[src/sv/jmsf_pkg.sv]
// Shared types and constants for the JPEG metadata segment filter.
// Holds the result kinds, the result record and the parser-to-queue push record.
// No dependencies.
package jmsf_pkg;

    localparam int OFFSET_BITS_DEF = 32;
    localparam int FIFO_DEPTH_DEF  = 8;
    localparam int SPAN_BITS       = 32;

    typedef enum logic [2:0] {
        KIND_SPAN      = 3'd0,
        KIND_OK        = 3'd1,
        KIND_MALFORMED = 3'd2,
        KIND_TRUNCATED = 3'd3,
        KIND_PASS      = 3'd4
    } t_kind;

    typedef struct packed {
        t_kind                 kind;
        logic [SPAN_BITS-1:0]  span_start;
        logic [SPAN_BITS-1:0]  span_length;
        logic                  final_result;
    } t_result;

    typedef struct packed {
        logic    first_valid;
        logic    second_valid;
        t_result first;
        t_result second;
    } t_push;

endpackage

[src/sv/jmsf_parser.sv]
// Marker segment parser: updates the parse state for one byte per cycle and
// produces up to two results (a kept span and the end-of-file status).
// Depends on jmsf_pkg.
module jmsf_parser import jmsf_pkg::*; #(
    parameter int OFFSET_BITS = OFFSET_BITS_DEF
) (
    input  logic       i_clk,
    input  logic       i_rst_n,
    input  logic       i_valid,
    input  logic [7:0] i_byte,
    input  logic       i_eof,
    input  logic       i_strip_enable,
    output t_push      o_push
);

    localparam logic [7:0] MK_FILL = 8'hFF;
    localparam logic [7:0] MK_SOI  = 8'hD8;
    localparam logic [7:0] MK_TEM  = 8'h01;
    localparam logic [7:0] MK_RST0 = 8'hD0;
    localparam logic [7:0] MK_RST7 = 8'hD7;
    localparam logic [7:0] MK_SOS  = 8'hDA;
    localparam logic [7:0] MK_EOI  = 8'hD9;
    localparam logic [7:0] MK_APP0 = 8'hE0;
    localparam logic [7:0] MK_APP2 = 8'hE2;
    localparam logic [7:0] MK_APPE = 8'hEE;
    localparam logic [7:0] MK_APPF = 8'hEF;
    localparam logic [7:0] MK_COM  = 8'hFE;
    localparam logic [3:0] TAG_LEN = 4'd12;

    typedef enum logic [3:0] {
        PH_SOI0, PH_SOI1, PH_MARK_FF, PH_MARK_CODE, PH_LEN_HI, PH_LEN_LO,
        PH_PAYLOAD, PH_SCAN, PH_NONJPEG, PH_MALFORMED
    } t_phase;

    function automatic logic [7:0] icc_tag(input logic [3:0] idx);
        logic [7:0] c;
        unique case (idx)
            4'd0:    c = "I";
            4'd1:    c = "C";
            4'd2:    c = "C";
            4'd3:    c = "_";
            4'd4:    c = "P";
            4'd5:    c = "R";
            4'd6:    c = "O";
            4'd7:    c = "F";
            4'd8:    c = "I";
            4'd9:    c = "L";
            4'd10:   c = "E";
            default: c = 8'h00;
        endcase
        return c;
    endfunction

    function automatic logic keep_segment(input logic [7:0] m, input logic [3:0] idx,
                                          input logic mis);
        logic k;
        if (m == MK_APP0 || m == MK_APPE) begin
            k = 1'b1;
        end else if (m == MK_APP2) begin
            k = (idx >= TAG_LEN) && !mis;
        end else if (m == MK_COM) begin
            k = 1'b0;
        end else begin
            k = (m < MK_APP0) || (m > MK_APPF);
        end
        return k;
    endfunction

    t_phase                 r_phase, n_phase;
    logic [OFFSET_BITS-1:0] r_pos, n_pos;
    logic [OFFSET_BITS-1:0] r_seg_start, n_seg_start;
    logic [7:0]             r_marker, n_marker;
    logic [15:0]            r_seg_len, n_seg_len;
    logic [15:0]            r_remain, n_remain;
    logic [3:0]             r_match_idx, n_match_idx;
    logic                   r_mismatch, n_mismatch;
    logic                   r_too_long, n_too_long;

    logic                   at_max;
    logic                   too_long;
    logic [OFFSET_BITS-1:0] seg_len_to_pos;
    logic                   span_valid;
    logic [OFFSET_BITS-1:0] span_start;
    logic [OFFSET_BITS-1:0] span_length;
    logic                   status_valid;
    t_kind                  status_kind;
    logic                   standalone;
    t_result                span_res;
    t_result                status_res;

    always_comb begin
        n_phase      = r_phase;
        n_pos        = r_pos;
        n_seg_start  = r_seg_start;
        n_marker     = r_marker;
        n_seg_len    = r_seg_len;
        n_remain     = r_remain;
        n_match_idx  = r_match_idx;
        n_mismatch   = r_mismatch;
        n_too_long   = r_too_long;
        span_valid   = 1'b0;
        span_start   = r_seg_start;
        span_length  = '0;
        status_valid = 1'b0;
        status_kind  = KIND_TRUNCATED;
        at_max       = &r_pos;
        too_long     = r_too_long || at_max;
        seg_len_to_pos = r_pos + OFFSET_BITS'(1) - r_seg_start;
        standalone   = (i_byte == MK_SOI) || (i_byte == MK_TEM)
                       || ((i_byte >= MK_RST0) && (i_byte <= MK_RST7));

        if (i_valid) begin
            n_too_long = too_long;
            unique case (r_phase)
                PH_SOI0: begin
                    n_phase = (i_byte == MK_FILL) ? PH_SOI1 : PH_NONJPEG;
                end
                PH_SOI1: begin
                    if (i_byte == MK_SOI) begin
                        if (!i_eof && i_strip_enable) begin
                            span_valid  = 1'b1;
                            span_start  = '0;
                            span_length = OFFSET_BITS'(2);
                        end
                        n_phase = PH_MARK_FF;
                    end else begin
                        n_phase = PH_NONJPEG;
                    end
                end
                PH_MARK_FF: begin
                    if (i_byte == MK_FILL) begin
                        n_seg_start = r_pos;
                        n_phase     = PH_MARK_CODE;
                    end else if (!i_eof) begin
                        n_phase = PH_MALFORMED;
                    end
                end
                PH_MARK_CODE: begin
                    if (i_byte != MK_FILL) begin
                        n_marker = i_byte;
                        if (standalone) begin
                            span_valid  = i_strip_enable;
                            span_length = seg_len_to_pos;
                            n_phase     = PH_MARK_FF;
                        end else if (i_byte == MK_SOS || i_byte == MK_EOI) begin
                            n_phase = PH_SCAN;
                        end else begin
                            n_phase = PH_LEN_HI;
                        end
                    end
                end
                PH_LEN_HI: begin
                    n_seg_len = {i_byte, 8'h00};
                    n_phase   = PH_LEN_LO;
                end
                PH_LEN_LO: begin
                    n_seg_len = {r_seg_len[15:8], i_byte};
                    if (n_seg_len < 16'd2) begin
                        n_phase = PH_MALFORMED;
                    end else begin
                        n_remain    = n_seg_len - 16'd2;
                        n_match_idx = '0;
                        n_mismatch  = 1'b0;
                        if (n_remain == 16'd0) begin
                            span_valid  = i_strip_enable
                                          && keep_segment(r_marker, n_match_idx, n_mismatch);
                            span_length = seg_len_to_pos;
                            n_phase     = PH_MARK_FF;
                        end else begin
                            n_phase = PH_PAYLOAD;
                        end
                    end
                end
                PH_PAYLOAD: begin
                    if (r_match_idx < TAG_LEN) begin
                        n_mismatch  = r_mismatch || (i_byte != icc_tag(r_match_idx));
                        n_match_idx = r_match_idx + 4'd1;
                    end
                    n_remain = r_remain - 16'd1;
                    if (n_remain == 16'd0) begin
                        span_valid  = i_strip_enable
                                      && keep_segment(r_marker, n_match_idx, n_mismatch);
                        span_length = seg_len_to_pos;
                        n_phase     = PH_MARK_FF;
                    end
                end
                PH_SCAN, PH_NONJPEG, PH_MALFORMED: begin
                    n_phase = r_phase;
                end
                default: begin
                    n_phase = PH_NONJPEG;
                end
            endcase

            if (i_eof) begin
                status_valid = 1'b1;
                if (!i_strip_enable || too_long || (r_pos < OFFSET_BITS'(3))
                    || n_phase == PH_NONJPEG) begin
                    status_kind = KIND_PASS;
                end else if (n_phase == PH_MALFORMED) begin
                    status_kind = KIND_MALFORMED;
                end else if (n_phase == PH_SCAN) begin
                    span_valid  = 1'b1;
                    span_length = seg_len_to_pos;
                    status_kind = KIND_OK;
                end else begin
                    status_kind = KIND_TRUNCATED;
                end
                n_phase     = PH_SOI0;
                n_pos       = '0;
                n_seg_start = '0;
                n_marker    = '0;
                n_seg_len   = '0;
                n_remain    = '0;
                n_match_idx = '0;
                n_mismatch  = 1'b0;
                n_too_long  = 1'b0;
            end else begin
                n_pos = at_max ? r_pos : r_pos + OFFSET_BITS'(1);
            end
        end
    end

    always_comb begin
        span_res.kind          = KIND_SPAN;
        span_res.span_start    = SPAN_BITS'(span_start);
        span_res.span_length   = SPAN_BITS'(span_length);
        span_res.final_result  = 1'b0;
        status_res.kind        = status_kind;
        status_res.span_start  = '0;
        status_res.span_length = '0;
        status_res.final_result = 1'b1;
        o_push.first_valid  = span_valid || status_valid;
        o_push.second_valid = span_valid && status_valid;
        o_push.first        = span_valid ? span_res : status_res;
        o_push.second       = status_res;
    end

    always_ff @(posedge i_clk) begin
        if (!i_rst_n) begin
            r_phase     <= PH_SOI0;
            r_pos       <= '0;
            r_seg_start <= '0;
            r_marker    <= '0;
            r_seg_len   <= '0;
            r_remain    <= '0;
            r_match_idx <= '0;
            r_mismatch  <= 1'b0;
            r_too_long  <= 1'b0;
        end else begin
            r_phase     <= n_phase;
            r_pos       <= n_pos;
            r_seg_start <= n_seg_start;
            r_marker    <= n_marker;
            r_seg_len   <= n_seg_len;
            r_remain    <= n_remain;
            r_match_idx <= n_match_idx;
            r_mismatch  <= n_mismatch;
            r_too_long  <= n_too_long;
        end
    end

endmodule

[config.mk]
export PLATFORM = sky130hd
export DESIGN_NAME = jmsf_parser
export DESIGN_NICKNAME = d
export VERILOG_FILES = /design/src/sv/jmsf_pkg.sv /design/src/sv/jmsf_parser.sv
export SDC_FILE = /design/constraint.sdc
export NUM_CORES = 1
export LEC_CHECK = 0
export BUFFER_PORTS_ARGS = -buffer_cell sky130_fd_sc_hd__clkbuf_2
export CELL_PAD_IN_SITES_DETAIL_PLACEMENT = 0
export CELL_PAD_IN_SITES_GLOBAL_PLACEMENT = 1
export CORE_ASPECT_RATIO = 0.8
export CORE_MARGIN = 2
export CORE_UTILIZATION = 45
export DETAILED_ROUTE_END_ITERATION = 16
export GPL_ROUTABILITY_DRIVEN = 0
export PLACE_DENSITY_LB_ADDON = 0.1
export SLEW_MARGIN = 15
export SYNTH_ARGS = -nofsm -noshare
export SYNTH_HDL_FRONTEND = slang
export SYNTH_SLANG_ARGS = --single-unit
export TNS_END_PERCENT = 50
[constraint.sdc]
create_clock -name i_clk -period 10.8 [get_ports i_clk]
set_clock_uncertainty 0.05 [all_clocks]
set_input_delay 1.62 -clock i_clk [delete_from_list [all_inputs] [get_ports i_clk]]
set_output_delay 1.62 -clock i_clk [all_outputs]
set_load 0.005 [all_outputs]
==> results.cfg, run 1 <==
[outcome]
status = finished, final reports clean

[layout]
syn_to_final_growth_pct = 6.28
n_antenna_cell = 0
seq_area_sq_um = 2240
final_nets = 1330
fin_cells = 1546
fill_cells = 2069
multi_input_area_sq_um = 6190
drive_gt1_share_pct = 11.2

[grt]
antenna_found_initial = 1
grt_max_degree = 67
grt_pass1_vias = 7695
grtUsageTotal_pct = 24.2
grt.overflow.total = 0
grt_pass1_wl_mm = 42.4

[synth]
synth-seq-cells = 112
synthFlopType = dfxtp_1
yosys.area.top_type = dfxtp_1
syn-instance-count = 1256
synth_top_area_share_pct = 24.4
synth_commonest_cells = nor2_1, dfxtp_1, a21oi_1
synthArstFlopShare_pct = 0
yosysMostFrequentCell = nor2_1
synth-edff-count = 0
ys_seq_area_share_pct = 24.4
synthTopCellsByArea = dfxtp_1, nor2_1, buf_4
yosys_warnings = 0
ys_types = 73
avgSynthCellArea_sq_um = 7.32
netlist_area_sq_um = 9190

[floorplanning]
dieHeight_um = 132
io_pins = 151
start_util_pct = 46.1
dieArea_sq_um = 21600
fp.coreArea_sq_um = 19900
rows = 46
die_w_um = 164

[route]
highest-signal-layer = met4
via_per_inst = 5.70
vias = 8812
wl_per_cell_um = 16.8
dr_wl_met2_mm = 9.91
drt-initial-drc-count = 919
totalWireLength_mm = 26.0
firstDrtPassIters = 6
drc_errors = 0
ant_nets = 0
dr_wl_met3_mm = 1.91
wl_met1_mm = 13.9

[placed_design]
portBuffers = 85
dp_cells = 1530
dp_hpwl_mm = 19.2

[setup_path]
path_max_fanout = 60
cp_data_arrival_time_ps = 5330
cp.required_ps = 9130
crit_slowest_cell = a311oi_4
crit_chain = clkbuf_2 -> inv_1 -> ha_1 -> or3b_2 -> o31ai_1 -> o211a_1 -> nand4_1 -> a2111o_1 -> a311oi_4 -> a31oi_4 -> buf_4 -> a2111oi_2 -> clkbuf_2
start_kind = input pin
setup.worst_path.end_class = output port
path_class = input pin to output port
crit_top_cell = clkbuf_2
cpPeakStageDelay_ps = 500

[sta]
setup-tns-final_ps = 0
period_needed_ps = 7000
setup_viol = 0
slew_headroom_pct = 35.9
timing.final.crit_share_pct = 64.8
fmax_mhz = 143
slew_violations = 0
grt_setup_unrepaired = false
hold_viol_final = 0
tightestPinTransition_ps = 961

[clock_tree]
cts-resized-gates = 0
cts_tree = yes
numCtsBuffers = 9
htreeDepth = 3
clkSinkCount = 112
holdBufCountCts = 0
cts_post_setup_buffers_inserted = 0
insertion_delay_ps = 370
clk_path_buf_depth = 2
cts_root_buffer = clkbuf_16
clk_pin_slew_ps = 70

[power]
total_power_w = 0.000869
power_density_nw_per_um2 = 89.0
vdd_drop_max_mv = 0.0580
leakagePower_nw = 3.98

[hold_path]
hp-class = flip-flop to flip-flop

[job]
cap_violations = 0
-- worst paths after layout --
kind,startpoint,endpoint,slack (ps),depth (start not counted)
max,i_byte[1],o_push[93],3800,13
min,r_remain[15]$_SDFFE_PN0P_,r_remain[15]$_SDFFE_PN0P_,420,2
max reg2reg,r_phase[1]$_SDFFE_PN0P_,flip-flop,6970,11
min reg2reg,r_remain[15]$_SDFFE_PN0P_,r_remain[15]$_SDFFE_PN0P_,420,2
-- layout by cell type, fill, tap and decap left out, drive strengths merged, types with 19 or more instances in the layout --
master    n
nor2    197
dfxtp   112
clkbuf   97
a21oi    88
nand2    65
conb     65
a22oi    54
inv      51
xnor2    46
nor3     44
o21ai    44
nand3    40
ha       39
a21o     31
xor2     30
nor4     29
nand4    24
and3     19
-- cell families after synthesis --
family | share of synthesized area (%)
other cells | 0.0817
fa+ha+maj | 5.53
compound gates | 24.0
xor+xnor | 7.24
buf+inv | 11.2
simple gates | 27.0
mux | 0.558
flops | 24.4
-- routing by layer --
metal / vias to the layer above / GRT usage [%]
li1: 4402 / -
met1: 4062 / 40.1
met2: 322 / 31.7
met3: 26 / 4.03
met4: 0 / 4.68
met5: - / 0
-- critical path: cells and delay by family --
family | cells | cell delay, ps
AND/OR/NAND/NOR | 2 | 630
adder cells (fa/ha/maj) | 1 | 280
buffers and inverters | 4 | 840
AO/OA/AOI/OAI | 6 | 1900
-- flip-flops by register name, summed over array words and instances (netlist names), named ones only --
signal and flops:
r_pos 32, r_seg_start 32, r_remain 16, r_marker 8
r_seg_len 8, r_match_idx 4, r_phase 4, r_mismatch 1
r_too_long 1
-- power breakdown --
part           internal [W]  switching (W)  total, W  leakage (nW)
clock network      0.000187       0.000161  0.000348         0.139
registers          0.000415     0.00000480  0.000420         0.904
logic             0.0000322      0.0000688  0.000101          2.94
total              0.000635       0.000234  0.000869          3.98
-- through the flow --
step | hold WS [ps] | area (sq um) | utilization, % | setup slack, ps
after global routing | 456 | 9770 | 49.0 | 3570
after CTS | 421 | 9770 | 49.0 | 3840
after global placement | 404 | 9470 | 47.5 | 3980
final | 419 | 9770 | 49.0 | 3800
after floorplan | 391 | 9430 | - | 4660
after detailed placement | 411 | 9470 | 47.5 | 3860
-- cell type report --
type	instances	area share (%)
clock buffer	12	2.52
multi-input combinational	1007	63.4
clock inverter	4	0.551
inverter	51	1.96
timing repair buffer	96	5.20
tap	264	3.38
sequential	112	23.0
No activity file was read; power rests on OpenSTA's default activity.
==> run 2: changes to the inputs <==
--- a/config.mk
+++ b/config.mk
@@ -10,7 +10,7 @@
 export CELL_PAD_IN_SITES_GLOBAL_PLACEMENT = 1
 export CORE_ASPECT_RATIO = 0.8
 export CORE_MARGIN = 2
-export CORE_UTILIZATION = 45
+export CORE_UTILIZATION = 38
 export DETAILED_ROUTE_END_ITERATION = 16
 export GPL_ROUTABILITY_DRIVEN = 0
 export PLACE_DENSITY_LB_ADDON = 0.1
==> constraint.sdc (replaced) <==
create_clock -name i_clk -period 5.8 [get_ports i_clk]
set_clock_uncertainty 0.05 [all_clocks]
set_input_delay 0.87 -clock i_clk [delete_from_list [all_inputs] [get_ports i_clk]]
set_output_delay 0.87 -clock i_clk [all_outputs]
set_load 0.005 [all_outputs]
==> results.cfg, run 2 (same netlist as run 1, synthesis figures left out) <==
[floorplanning]
die_w_um = 178
fp.coreArea_sq_um = 23600
io_pins = 151
start_util_pct = 39.0
dieArea_sq_um = 25400
rows = 50
dieHeight_um = 143

[placed_design]
placed_cell_area_sq_um = 9590
portBuffers = 85
dp_hpwl_mm = 20.2

[route]
drc_errors = 0
firstDrtPassIters = 5
via_per_inst = 5.53
vias = 8867
totalWireLength_mm = 27.4
wl_per_cell_um = 17.1
ant_nets = 0
drt-initial-drc-count = 737

[power]
vdd_drop_max_mv = 0.140
power_density_nw_per_um2 = 163
leakagePower_nw = 4.05

[setup_path]
cpLargestDelayFamily = compound AO/OA/AOI/OAI gates
reg2reg_depth = 10
cp_data_arrival_time_ps = 4710
start_kind = input pin
rrSetupSlack_ps = 2040
crit_top_cell = clkbuf_2
r2r-start = r_seg_len[9]$_SDFFE_PN0P_
cp.required_ps = 4880
path_max_fanout = 16
crit_slowest_cell = a311oi_4
cp_num_buf_inv = 4
crit_chain = clkbuf_2 -> inv_1 -> ha_1 -> or3b_2 -> o31ai_1 -> o211a_1 -> nand4_1 -> a2111o_1 -> a311oi_4 -> a31oi_4 -> buf_4 -> nor3_1 -> clkbuf_2
path_class = input pin to output port
cpPeakStageDelay_ps = 510
setup.worst_path.end_class = output port

[clock_tree]
clkSinkCount = 112
cts_post_setup_buffers_inserted = 0
holdBufCountCts = 0
insertion_delay_ps = 370
htreeDepth = 3
clk_pin_slew_ps = 80
cts_tree = yes
clk_path_buf_depth = 2
numCtsBuffers = 9
cts_root_buffer = clkbuf_16

[layout]
seq_area_sq_um = 2240
layout_commonest_cell = nor2_1
n_antenna_cell = 0
fill_cells = 2470
final_nets = 1339
final_cell_mix = nor2_1, dfxtp_1, a21oi_1
reg_top3 = r_pos: 32 flops, r_seg_start: 32 flops, r_remain: 16 flops
drive_gt1_share_pct = 12.5
utilization_pct = 42.1
multi_input_area_sq_um = 6220
syn_to_final_growth_pct = 7.98
final_area_sq_um = 9920

[sta]
fmax_mhz = 178
slew_violations = 0
tightestPinTransition_ps = 964
grt_setup_unrepaired = false
setup_viol = 0
period_needed_ps = 5630
hold_viol_final = 0
timing.final.crit_share_pct = 97.1
setup-tns-final_ps = 0
slew_headroom_pct = 35.7

[grt]
grt_max_degree = 87
grt.overflow.total = 0
grt_pass1_wl_mm = 44.4
antenna_found_initial = 0
grtUsageTotal_pct = 21.8
grt_pass1_vias = 7881

[hold_path]
min_from = r_remain[15]$_SDFFE_PN0P_
hold_depth = 2
hold_path_end = r_remain[15]$_SDFFE_PN0P_
hp-class = flip-flop to flip-flop

[job]
cap_violations = 0

[outcome]
status = finished, final reports clean
[run 2: changes by cell type in the layout (fill, tap and decap cells not counted), sizes merged]
cell | previous run | this run
clkbuf | 97 | 96
bufinv | 1 | 0
buf | 11 | 20
clkinv | 1 | 2
inv | 51 | 54
clkinvlp | 2 | 0
[run 2: repair_timing]
item,4_1_cts,5_1_grt
setup endpoints to repair,1,5
pin swaps,0,0
resized for setup,1,8
[run 2: worst max path at each step]
| stage | to | startpoint | slack, ps | depth (start not counted) |
|---|---|---|---|---|
| final | o_push[92] | i_byte[1] | 170 | 13 |
| after global routing | o_push[97] | r_pos[4]$_SDFFE_PN0P_ | 0.7 | 16 |
| after CTS | o_push[97] | r_pos[4]$_SDFFE_PN0P_ | 60 | 16 |
| after detailed placement | o_push[92] | i_byte[1] | 280 | 13 |
| after global placement | o_push[96] | i_byte[1] | 440 | 13 |
| after floorplan | o_push[97] | r_pos[3]$_SDFFE_PN0P_ | 1000 | 18 |
[run 2: area by class of cell]
class / count / area share, %
well taps: 312 / 3.93
clock buffers: 11 / 2.55
clock inverters: 5 / 0.467
repair buffers: 105 / 5.80
flip-flops and latches: 112 / 22.6
inverters: 51 / 1.93
multi-input cells: 1007 / 62.7
[run 2: where the power goes]
part	leakage, nW	internal (W)	switching (W)
Clock	0.149	0.000324	0.000324
Sequential	0.904	0.000774	0.00000888
Combinational	3.00	0.0000610	0.000130
[run 2: metrics by stage]
stage               hold slack (ps)  cells  setup slack (ps)  power, W
floorplan                       391   1319              1000  0.000968
global placement                407   1587               440  0.000990
detailed placement              421   1587               276  0.000989
CTS                             432   1603              64.2   0.00163
global route                    472   1603             0.741   0.00169
finish                          438   1603               170   0.00162
[run 2: worst min-delay path: stages (launching register included)]
cell,delay [ps]
dfxtp_1,330
nand2_1,60
a21oi_1,50
[run 2: layer usage]
metal  vias up  part of all wire (%)  routed length, um  global-route usage, %
met2       294                    39              10700                   29.7
li1       4415                     -                  -                      -
met3        14                   6.0               1650                   3.33
met5         -                     0                  0                      0
met4         0                  0.75                206                   3.49
met1      4144                    54              14900                   35.5
